===== src/rtl/m4te_pkg.sv =====
package m4te_pkg;

    // geometry of the matrices
    localparam int DIM   = 4;
    localparam int IDX_W = $clog2(DIM);
    localparam int CNT_W = 2 * IDX_W;

    // fixed point format
    localparam int Q_W           = 32;
    localparam int FRACTION_BITS = 16;
    localparam int PROD_W        = 2 * Q_W;
    localparam int SHIFT_W       = PROD_W - FRACTION_BITS;
    localparam int ACC_W         = SHIFT_W + IDX_W;

    // input item layout in tdata, lowest bit first
    localparam int ROW_LSB  = 0;
    localparam int COL_LSB  = ROW_LSB + IDX_W;
    localparam int VAL_LSB  = COL_LSB + IDX_W;
    localparam int VX_LSB   = VAL_LSB + Q_W;
    localparam int S_USED_W = VX_LSB + DIM * Q_W;
    localparam int S_DATA_W = ((S_USED_W + 7) / 8) * 8;
    localparam int S_USER_W = 3;

    // result item layout
    localparam int M_DATA_W = DIM * Q_W;
    localparam int M_USER_W = 1;

    // index of the last beat of one command
    localparam int LAST_TR_BEAT = DIM - 1;
    localparam int LAST_CP_BEAT = DIM * DIM - 1;

    // saturation limits
    localparam logic [Q_W-1:0] Q_MAX = {1'b0, {(Q_W-1){1'b1}}};
    localparam logic [Q_W-1:0] Q_MIN = {1'b1, {(Q_W-1){1'b0}}};

    typedef enum logic [S_USER_W-1:0] {
        CMD_WR_CUR    = 3'd0,
        CMD_WR_OPD    = 3'd1,
        CMD_COMPOSE_R = 3'd2,
        CMD_COMPOSE_L = 3'd3,
        CMD_TRANSFORM = 3'd4
    } t_cmd;

    // control travelling with one multiply-accumulate beat
    typedef struct packed {
        logic valid;
        logic first;
        logic last;
    } t_beat;

    // saturated dot product of one lane
    typedef struct packed {
        logic           ovf;
        logic [Q_W-1:0] sum;
    } t_lane_res;

endpackage


===== src/rtl/m4te_merge.sv =====
module m4te_merge (
    input  logic                            i_clk,
    input  logic                            i_rst_n,
    input  logic                            i_load,
    output logic                            o_load_ready,
    input  m4te_pkg::t_lane_res             i_res [m4te_pkg::DIM],
    output logic                            o_m_axis_tvalid,
    input  logic                            i_m_axis_tready,
    // out_x, out_y, out_z, out_w
    output logic [m4te_pkg::M_DATA_W-1:0]   o_m_axis_tdata,
    // overflow
    output logic [m4te_pkg::M_USER_W-1:0]   o_m_axis_tuser
);

    logic                          r_valid;
    logic [m4te_pkg::M_DATA_W-1:0] r_data;
    logic                          r_ovf;
    logic [m4te_pkg::M_DATA_W-1:0] w_data;
    logic                          w_ovf;

    // gather the lanes into one item
    always_comb begin
        w_ovf = 1'b0;
        for (int j = 0; j < m4te_pkg::DIM; j++) begin
            w_data[j*m4te_pkg::Q_W +: m4te_pkg::Q_W] = i_res[j].sum;
            w_ovf = w_ovf | i_res[j].ovf;
        end
    end

    assign o_load_ready = !r_valid || i_m_axis_tready;

    // output register
    always_ff @(posedge i_clk) begin
        if (i_load && o_load_ready) begin
            r_data <= w_data;
            r_ovf  <= w_ovf;
        end
        if (!i_rst_n) begin
            r_valid <= 1'b0;
        end else if (o_load_ready) begin
            r_valid <= i_load;
        end
    end

    assign o_m_axis_tvalid = r_valid;
    assign o_m_axis_tdata  = r_data;
    assign o_m_axis_tuser  = r_ovf;

endmodule


===== config.mk =====
export PLATFORM = sky130hd
export DESIGN_NAME = m4te_merge
export DESIGN_NICKNAME = d
export VERILOG_FILES = /design/src/rtl/m4te_pkg.sv /design/src/rtl/m4te_merge.sv
export SDC_FILE = /design/constraint.sdc
export NUM_CORES = 1
export LEC_CHECK = 0
export BUFFER_PORTS_ARGS = -buffer_cell sky130_fd_sc_hd__buf_2
export CORE_ASPECT_RATIO = 1.25
export CORE_MARGIN = 2
export CORE_UTILIZATION = 37
export CTS_CLUSTER_DIAMETER = 100
export DETAILED_ROUTE_END_ITERATION = 10
export PLACE_DENSITY = 0.74
export SYNTH_ARGS = -nofsm -noshare
export SYNTH_HDL_FRONTEND = slang
export SYNTH_SLANG_ARGS = --single-unit

===== constraint.sdc =====
create_clock -name i_clk -period 3.9 [get_ports i_clk]
set_clock_uncertainty 0.05 [all_clocks]
set_input_delay 0.585 -clock i_clk [delete_from_list [all_inputs] [get_ports i_clk]]
set_output_delay 0.585 -clock i_clk [all_outputs]
set_load 0.02 [all_outputs]

==> results.py <==
metrics = {
    "status": {
        "status": "finished clean",
    },
    "detailed_routing": {
        "drt-total-wl_mm": 8.91,
        "met3_length_mm": 1.01,
        "top_layer": "met5",
        "routed_via_density": 4.27,
        "ant_nets": 0,
        "met2_length_mm": 4.68,
        "wl_met1_mm": 3.00,
        "remaining_drc_errors": 0,
        "wire_per_inst_um": 15.7,
        "dr.pass1.iters": 4,
        "vias": 2421,
        "drt_iter0_markers": 105,
    },
    "sta": {
        "tightestPinTransition_ns": 0.788,
        "min_period_over_period": 0.511,
        "setup_viol": 0,
        "slew_violations": 0,
        "max_freq_mhz": 502,
        "finalWorstSetupSlack_ns": 1.91,
        "grt_setup_unrepaired": "no",
        "slew_headroom": 0.474,
        "tns_ns": 0,
        "hold_slack_ns": 0.301,
        "fin_crit_ns": 1.99,
        "hold_viol": 0,
    },
    "floorplanning": {
        "die_area_um2": 11500,
        "fp.dieW_um": 96.1,
        "start_util": 0.375,
        "fp.coreArea_um2": 10500,
        "fp-row-count": 42,
        "dieHeight_um": 119,
        "ios": 267,
    },
    "power": {
        "swShare": 0.222,
        "irDropWorstVdd_uv": 315,
        "clkPwrFrac": 0.420,
        "power_leakage_nw": 2.57,
        "combPwrFrac": 0.085,
        "seqPwrFrac": 0.496,
        "p_int_mw": 2.60,
        "power.switching_mw": 0.740,
        "power.density_nw_per_um2": 559,
    },
    "synth": {
        "yosys_warnings": 0,
        "synthMuxAreaShare": 0,
        "ys_seq_area_frac": 0.992,
        "synth-compound-area-share": 0.00191,
        "syn-instance-count": 135,
        "synth_top_cell_area_share": 0.987,
        "syn-cell-area_um2": 3930,
        "yosys_register_bits": 130,
        "yosysUniqueCellTypes": 7,
        "synthXorXnorAreaFrac": 0,
        "synth_area_leaders": "edfxtp_1 (99%), dfxtp_1 (0.51%), a21boi_0 (0.19%)",
        "synth_top_area_cell": "edfxtp_1",
        "synth-simple-area-share": 0.00510,
        "synthAdderAreaFrac": 0,
        "synth_top_family_by_area": "simple AND/OR/NAND/NOR gates",
        "synth_fp_nets": 271,
        "synth_area_per_cell_um2": 29.1,
    },
    "clock_network": {
        "htreeDepth": 4,
        "clock_latency_ns": 0.40,
        "clk_path_buf_depth": 2,
        "cts.reportedPaths.clkPinSlew_ns": 0.06,
        "cts_tree": "yes",
        "cts_hold_buf": 0,
        "cts_resized": 0,
        "cts_sinks": 130,
        "cts_buffers": 17,
        "cts_setup_buffers": 0,
        "cts_root_buf": "clkbuf_16",
    },
    "worst_hold_path": {
        "whs_path_depth": 1,
        "min_to": "o_m_axis_tdata[108]",
        "hold_path.class": "in -> reg",
        "min_from": "i_res[12]",
    },
    "critical_path": {
        "worstSetupStartpointType": "flop",
        "slowest_stage": "and2_4",
        "crit_path_end_kind": "flop",
        "cp_top_family": "simple AND/OR/NAND/NOR gates",
        "path_buf_inv": 1,
        "timing.rr.end": "o_m_axis_tdata[23]",
        "ff2ff_setup_slack_ns": 1.91,
        "worstPathRequired_ns": 3.91,
        "cp_data_arrival_time_ns": 2.00,
        "reg2reg_from": "o_m_axis_tvalid",
        "critPathKind": "reg -> reg",
        "cp_slowest_stage_delay_ns": 0.67,
        "reg2reg_depth": 3,
        "worst-path-max-fanout": 69,
        "path_cells": "nand2b_1, and2_4, buf_12",
    },
    "finish": {
        "stdcell_area_um2": 5980,
        "syn2layout_area_growth_pct": 52.2,
        "final_common_cell": "buf_2",
        "final_cell_mix": "buf_2 (266), edfxtp_1 (129), clkbuf_16 (17)",
        "nFillCells": 837,
        "final_layout_size_suffix_gt1_frac": 0.680,
        "nets": 557,
        "final_util": 0.571,
    },
    "placed_design": {
        "placement.io_buffers": 266,
        "dp_slack_ns": 1.52,
        "place_congestion": 0.760,
        "placed_area_um2": 5440,
    },
    "grt": {
        "grt_pass1_wl_mm": 12.7,
        "antenna_found_initial": 2,
        "grt_pass1_vias": 2489,
        "grt_max_degree": 70,
        "overflow": 0,
        "grt_use_total": 0.155,
    },
    "flow_run": {
        "max_cap_violations": 0,
    },
}
flip-flops by register name (all words and copies together), names as in the netlist:
register,cells
o_m_axis_tdata,128
o_m_axis_tuser,1
o_m_axis_tvalid,1
worst max-delay path by stage:
stage	start	to	slack (ns)	cells after the start
after detailed placement	i_m_axis_tready	o_m_axis_tdata[52]	1.52	4
after floorplan	i_m_axis_tready	o_m_axis_tdata[0]	0.93	2
after CTS	o_m_axis_tvalid	o_m_axis_tdata[84]	1.88	3
final	o_m_axis_tvalid	o_m_axis_tdata[23]	1.91	3
after global placement	i_m_axis_tready	o_m_axis_tdata[9]	1.64	4
after global routing	o_m_axis_tvalid	o_m_axis_tdata[111]	1.77	3
cell usage after synthesis:
master,instances
nand2b_1,1
inv_1,1
and2_1,1
a21boi_0,1
dfxtp_1,1
edfxtp_1,129
or4_1,1
power by group through the flow:
stage,clock network (mW),logic (mW),registers (mW)
2_1_floorplan,0,0.0261,1.79
3_3_place_gp,0,0.280,1.68
3_5_place_dp,0,0.287,1.68
4_1_cts,1.44,0.288,1.66
5_1_grt,1.50,0.302,1.66
6_report,1.40,0.283,1.66
layer usage:
layer  GRT usage  vias to the layer above
li1            -                     1126
met1       0.156                     1121
met2       0.257                      152
met3      0.0759                       20
met4      0.0848                        2
met5           0                        -
final cells by class:
type | instances | area [um^2] | area share
Tap cell | 132 | 165 | 0.0276
Clock inverter | 12 | 92.6 | 0.0155
Clock buffer | 20 | 437 | 0.0731
Timing Repair Buffer | 267 | 1350 | 0.226
Multi-Input combinational cell | 4 | 30.0 | 0.00503
Antenna cell | 1 | 2.50 | 0.000419
Sequential cell | 130 | 3890 | 0.652
Inverter | 1 | 3.75 | 0.000628
through the flow:
stage | total power, mW | cells
after CTS | 3.38 | 566
final | 3.34 | 567
after global routing | 3.46 | 566
after detailed placement | 1.97 | 534
after floorplan | 1.82 | 135
after global placement | 1.96 | 534
logic make-up (layout without fill, tap and decap cells):
kind of cell,after synthesis,count (layout)
flops,130,130
other cells,0,1
buf+inv,1,300
compound gates,1,1
simple gates,3,3
Power figures use the tool's default switching activity.
