<file path="src/rtl/m4te_pkg.sv">
package m4te_pkg;

    // geometry of the matrices
    localparam int DIM   = 4;
    localparam int IDX_W = $clog2(DIM);
    localparam int CNT_W = 2 * IDX_W;

    // fixed point format
    localparam int Q_W           = 32;
    localparam int FRACTION_BITS = 16;
    localparam int PROD_W        = 2 * Q_W;
    localparam int SHIFT_W       = PROD_W - FRACTION_BITS;
    localparam int ACC_W         = SHIFT_W + IDX_W;

    // input item layout in tdata, lowest bit first
    localparam int ROW_LSB  = 0;
    localparam int COL_LSB  = ROW_LSB + IDX_W;
    localparam int VAL_LSB  = COL_LSB + IDX_W;
    localparam int VX_LSB   = VAL_LSB + Q_W;
    localparam int S_USED_W = VX_LSB + DIM * Q_W;
    localparam int S_DATA_W = ((S_USED_W + 7) / 8) * 8;
    localparam int S_USER_W = 3;

    // result item layout
    localparam int M_DATA_W = DIM * Q_W;
    localparam int M_USER_W = 1;

    // index of the last beat of one command
    localparam int LAST_TR_BEAT = DIM - 1;
    localparam int LAST_CP_BEAT = DIM * DIM - 1;

    // saturation limits
    localparam logic [Q_W-1:0] Q_MAX = {1'b0, {(Q_W-1){1'b1}}};
    localparam logic [Q_W-1:0] Q_MIN = {1'b1, {(Q_W-1){1'b0}}};

    typedef enum logic [S_USER_W-1:0] {
        CMD_WR_CUR    = 3'd0,
        CMD_WR_OPD    = 3'd1,
        CMD_COMPOSE_R = 3'd2,
        CMD_COMPOSE_L = 3'd3,
        CMD_TRANSFORM = 3'd4
    } t_cmd;

    // control travelling with one multiply-accumulate beat
    typedef struct packed {
        logic valid;
        logic first;
        logic last;
    } t_beat;

    // saturated dot product of one lane
    typedef struct packed {
        logic           ovf;
        logic [Q_W-1:0] sum;
    } t_lane_res;

endpackage

</file>
<file path="src/rtl/m4te_lane.sv">
module m4te_lane (
    input  logic                              i_clk,
    input  logic                              i_rst_n,
    input  m4te_pkg::t_beat                   i_beat,
    input  logic signed [m4te_pkg::Q_W-1:0]   i_a,
    input  logic signed [m4te_pkg::Q_W-1:0]   i_b,
    output m4te_pkg::t_lane_res               o_res,
    output logic                              o_done
);

    logic signed [m4te_pkg::PROD_W-1:0]  r_prod;
    logic                                r_v1;
    logic                                r_first1;
    logic                                r_last1;
    logic signed [m4te_pkg::ACC_W-1:0]   r_acc;
    logic                                r_done;
    logic signed [m4te_pkg::SHIFT_W-1:0] w_shift;
    logic signed [m4te_pkg::ACC_W-1:0]   w_ext;
    logic [m4te_pkg::ACC_W-m4te_pkg::Q_W:0] w_hi;
    logic                                w_ovf;

    // multiply stage
    always_ff @(posedge i_clk) begin
        r_prod <= i_a * i_b;
        if (!i_rst_n) begin
            r_v1     <= 1'b0;
            r_first1 <= 1'b0;
            r_last1  <= 1'b0;
        end else begin
            r_v1     <= i_beat.valid;
            r_first1 <= i_beat.first;
            r_last1  <= i_beat.last;
        end
    end

    // arithmetic shift rounds towards minus infinity
    assign w_shift = r_prod[m4te_pkg::PROD_W-1:m4te_pkg::FRACTION_BITS];
    assign w_ext   = m4te_pkg::ACC_W'(w_shift);

    // accumulate stage, holds its sum while no beat arrives
    always_ff @(posedge i_clk) begin
        if (r_v1) begin
            r_acc <= r_first1 ? w_ext : r_acc + w_ext;
        end
        if (!i_rst_n) begin
            r_done <= 1'b0;
        end else begin
            r_done <= r_v1 & r_last1;
        end
    end

    // saturate to the 32 bit range
    assign w_hi  = r_acc[m4te_pkg::ACC_W-1:m4te_pkg::Q_W-1];
    assign w_ovf = !((&w_hi) || !(|w_hi));

    always_comb begin
        o_res.ovf = w_ovf;
        if (w_ovf) begin
            o_res.sum = r_acc[m4te_pkg::ACC_W-1] ? m4te_pkg::Q_MIN : m4te_pkg::Q_MAX;
        end else begin
            o_res.sum = r_acc[m4te_pkg::Q_W-1:0];
        end
    end

    assign o_done = r_done;

endmodule

</file>
<file path="config.mk">
export PLATFORM = sky130hd
export DESIGN_NAME = m4te_lane
export DESIGN_NICKNAME = d
export VERILOG_FILES = /design/src/rtl/m4te_pkg.sv /design/src/rtl/m4te_lane.sv
export SDC_FILE = /design/constraint.sdc
export NUM_CORES = 2
export LEC_CHECK = 0
export ABC_AREA = 1
export ABC_CLOCK_PERIOD_IN_PS = 11290
export BUFFER_PORTS_ARGS = -buffer_cell sky130_fd_sc_hd__buf_2
export CORE_ASPECT_RATIO = 1.75
export CORE_MARGIN = 2
export CORE_UTILIZATION = 45
export CTS_CLUSTER_SIZE = 12
export DETAILED_ROUTE_END_ITERATION = 10
export PLACE_DENSITY = 0.58
export SYNTH_ARGS = -nofsm -noshare
export SYNTH_HDL_FRONTEND = slang
export SYNTH_SLANG_ARGS = --single-unit
</file>
<file path="constraint.sdc">
create_clock -name i_clk -period 11.29 [get_ports i_clk]
set_clock_uncertainty 0.05 [all_clocks]
set_input_delay 1.6935 -clock i_clk [delete_from_list [all_inputs] [get_ports i_clk]]
set_output_delay 1.6935 -clock i_clk [all_outputs]
set_load 0.02 [all_outputs]
</file>
==> flow_summary.ini <==
[final_layout]
area_delta_synth_final_pct = 3.85
drive_gt1_share_pct = 3.10
nNetsFinal = 7374
instances_no_fill = 7327
final_core_utilization_pct = 47.1

[cts]
clockBufferDepth = 2
cts.clk_slew.worst_paths_ns = 0.08
cts_resized = 0
cts_tree = done
clkSinkCount = 102
worstSkewPairLatency_ns = 0.37
cts_setup_buffers = 0
cts_hold_buf = 0
cts_buffers = 9
cts_root_buf = clkbuf_16
htree_levels = 3

[route]
wl_met1_um = 50900
drc_errors = 0
vias = 36900
dr.pass1.iters = 5
drt-initial-drc-count = 1711
wl_per_cell_um = 19.6
wl_met3_um = 4930
drt-total-wl_um = 144000
via_per_inst = 5.04
drt.antenna.violating_nets = 0
dr_wl_met2_um = 78900
top_layer = met5

[yosys]
synth.area.top_cells = fa_1, nand2_1, inv_1
synth_seq_cells = 102
synth_common_cells = nand2_1, inv_1, fa_1, nor2_1, ha_1
syn-instance-count = 6075
syn_area_per_cell_um2 = 7.52
synthMuxAreaShare_pct = 0
synthXorXnorAreaFrac_pct = 0.671
yosysTopAreaCell = fa_1
syn-num-nets = 7455
synth-adder-area-share_pct = 53.7
synthArstFlopShare_pct = 0
synth.top_cell.area_share_pct = 47.4
synthSimpleGateAreaFrac_pct = 20.2
synth_top_family_by_area = adder cells
synth-compound-area-share_pct = 3.17
synth_most_common_cell = nand2_1
ys_seq_area_share_pct = 5.56
ys.flop_type = dfxtp_1
synthesis.area_mm2 = 0.0457
synth-edff-count = 50
yosys_warnings = 0
synth_cell_types = 41

[setup_path]
worstPathRequired_ns = 11.52
crit_fanout = 32
timing_worst_setup_path_type = in -> reg
cp.arrival_ns = 9.29
critPathCaptureType = register
worst_setup_path_start_kind = primary input

[timing]
setup_viol = 0
rsz0062_at_grt = false
finalMaxSlewViolations = 0
period_share_pct = 80.3
finalHoldViolCount = 0
slew_headroom_pct = 31.1
tightest_slew_ns = 1.03
max_freq_ghz = 0.110
final.min_clock_period_ns = 9.06
setup_tns_ns = 0

[placement]
gp_congestion = 1.00
hpwlAfterDp_um = 123000
numPortBuffers = 102
placed_cells = 7309

[status]
status = finished clean

[floorplanning]
die_x_um = 245
ios = 103
die_area_mm2 = 0.104
start_util_pct = 45.4
design.core.area_mm2 = 0.101
die_h_um = 426
rows = 154

[global_route]
antenna_found_initial = 8
grt_usage_pct = 29.1
grt_pass1_vias = 41400
grt_pass1_wl_um = 231000
grt_max_degree = 54
grt.overflow.total = 0

[job]
cap_viol_max_count = 0

[min_path]
hp-class = reg -> reg
==> critical path: stages <==
cell     delay, ns
buf_2         0.57
nand2_1       0.26
inv_1         0.14
fa_1          0.39
inv_1         0.27
fa_1          0.48
inv_1         0.21
fa_1          0.49
inv_1         0.09
fa_1          0.59
fa_1          0.57
inv_1         0.06
fa_1          0.53
inv_1         0.05
fa_1          0.47
inv_1         0.05
fa_1          0.45
ha_1          0.41
nand2_1       0.15
nor2_1        0.16
inv_1         0.13
nor2_1        0.36
inv_1         0.14
nor2_1        0.16
and3_1        0.17
nand2_1       0.09
nand3_1       0.08
nand2_1       0.05
==> layout make-up <==
cell class              count  area (µm²)
flip-flops and latches    102        2540
well taps                1326        1660
repair buffers            118         631
fillers                 10200       53300
clock buffers               9         225
multi-input cells        3946       35500
inverters                1817        6820
diodes                      2        5.00
clock inverters             7        55.1
==> stage by stage <==
stage	setup WS [ns]	hold WS, ns	area [µm²]
6_report	2.23	0.409	47500
5_1_grt	1.75	0.440	47500
4_1_cts	2.18	0.414	47500
3_5_place_dp	1.79	0.396	47200
3_3_place_gp	1.83	0.385	47200
2_1_floorplan	2.70	0.379	45700
==> sequential cells by signal (all words and copies together) (netlist names) <==
| register | flops |
|---|---|
| o_done | 1 |
| r_v1 | 1 |
| r_last1 | 1 |
| r_acc | 50 |
| r_prod | 48 |
| r_first1 | 1 |
==> cells by family (layout without fill, tap and decap cells) <==
| logic type | Yosys count | in the layout |
|---|---|---|
| and+or+nand+nor | 2324 | 2324 |
| DFF | 102 | 102 |
| buffers and inverters | 2027 | 1951 |
| other | 0 | 2 |
| adders and majority gates | 1311 | 1311 |
| AOI/OAI and AO/OA | 276 | 276 |
| xor gates and xnor gates | 35 | 35 |
==> final timing paths <==
path	depth (start not counted)	slack, ns	end	startpoint
max	28	2.23	r_prod[51]	i_b[5]
max reg2reg	15	7.89	r_acc[48]	r_acc[0]
min reg2reg	1	0.41	o_done	r_last1
min	1	0.41	o_done	r_last1
==> layer usage <==
metal / vias up / global-route usage [%]
met3: 391 / 2.42
met4: 12 / 15.0
met2: 973 / 56.4
li1: 16900 / -
met5: - / 0
met1: 18600 / 31.0
==> layout by cell type (no fill, tap or decap), types with 3 or more instances in the layout <==
| cell | count |
|---|---|
| nor3_1 | 18 |
| buf_2 | 102 |
| o21bai_1 | 14 |
| xor2_1 | 26 |
| nor2_2 | 6 |
| nand4_1 | 38 |
| or2_1 | 4 |
| nand3b_1 | 11 |
| o21ai_0 | 101 |
| and2_1 | 4 |
| a21boi_0 | 4 |
| ha_1 | 229 |
| nor2_1 | 245 |
| and3_1 | 3 |
| buf_4 | 16 |
| nand2_2 | 8 |
| edfxtp_1 | 50 |
| a21o_1 | 3 |
| dfxtp_1 | 50 |
| fa_1 | 1082 |
| or2_2 | 23 |
| nand3_1 | 135 |
| xnor2_1 | 9 |
| clkbuf_16 | 9 |
| nand2_1 | 1812 |
| inv_1 | 1811 |
| a21oi_1 | 148 |
| nor4_1 | 10 |
| inv_2 | 6 |
| o21a_1 | 3 |
Power is left out: the tool's default activity adds up to more than one toggle a clock period on the data nets, which glitch-free logic cannot reach.
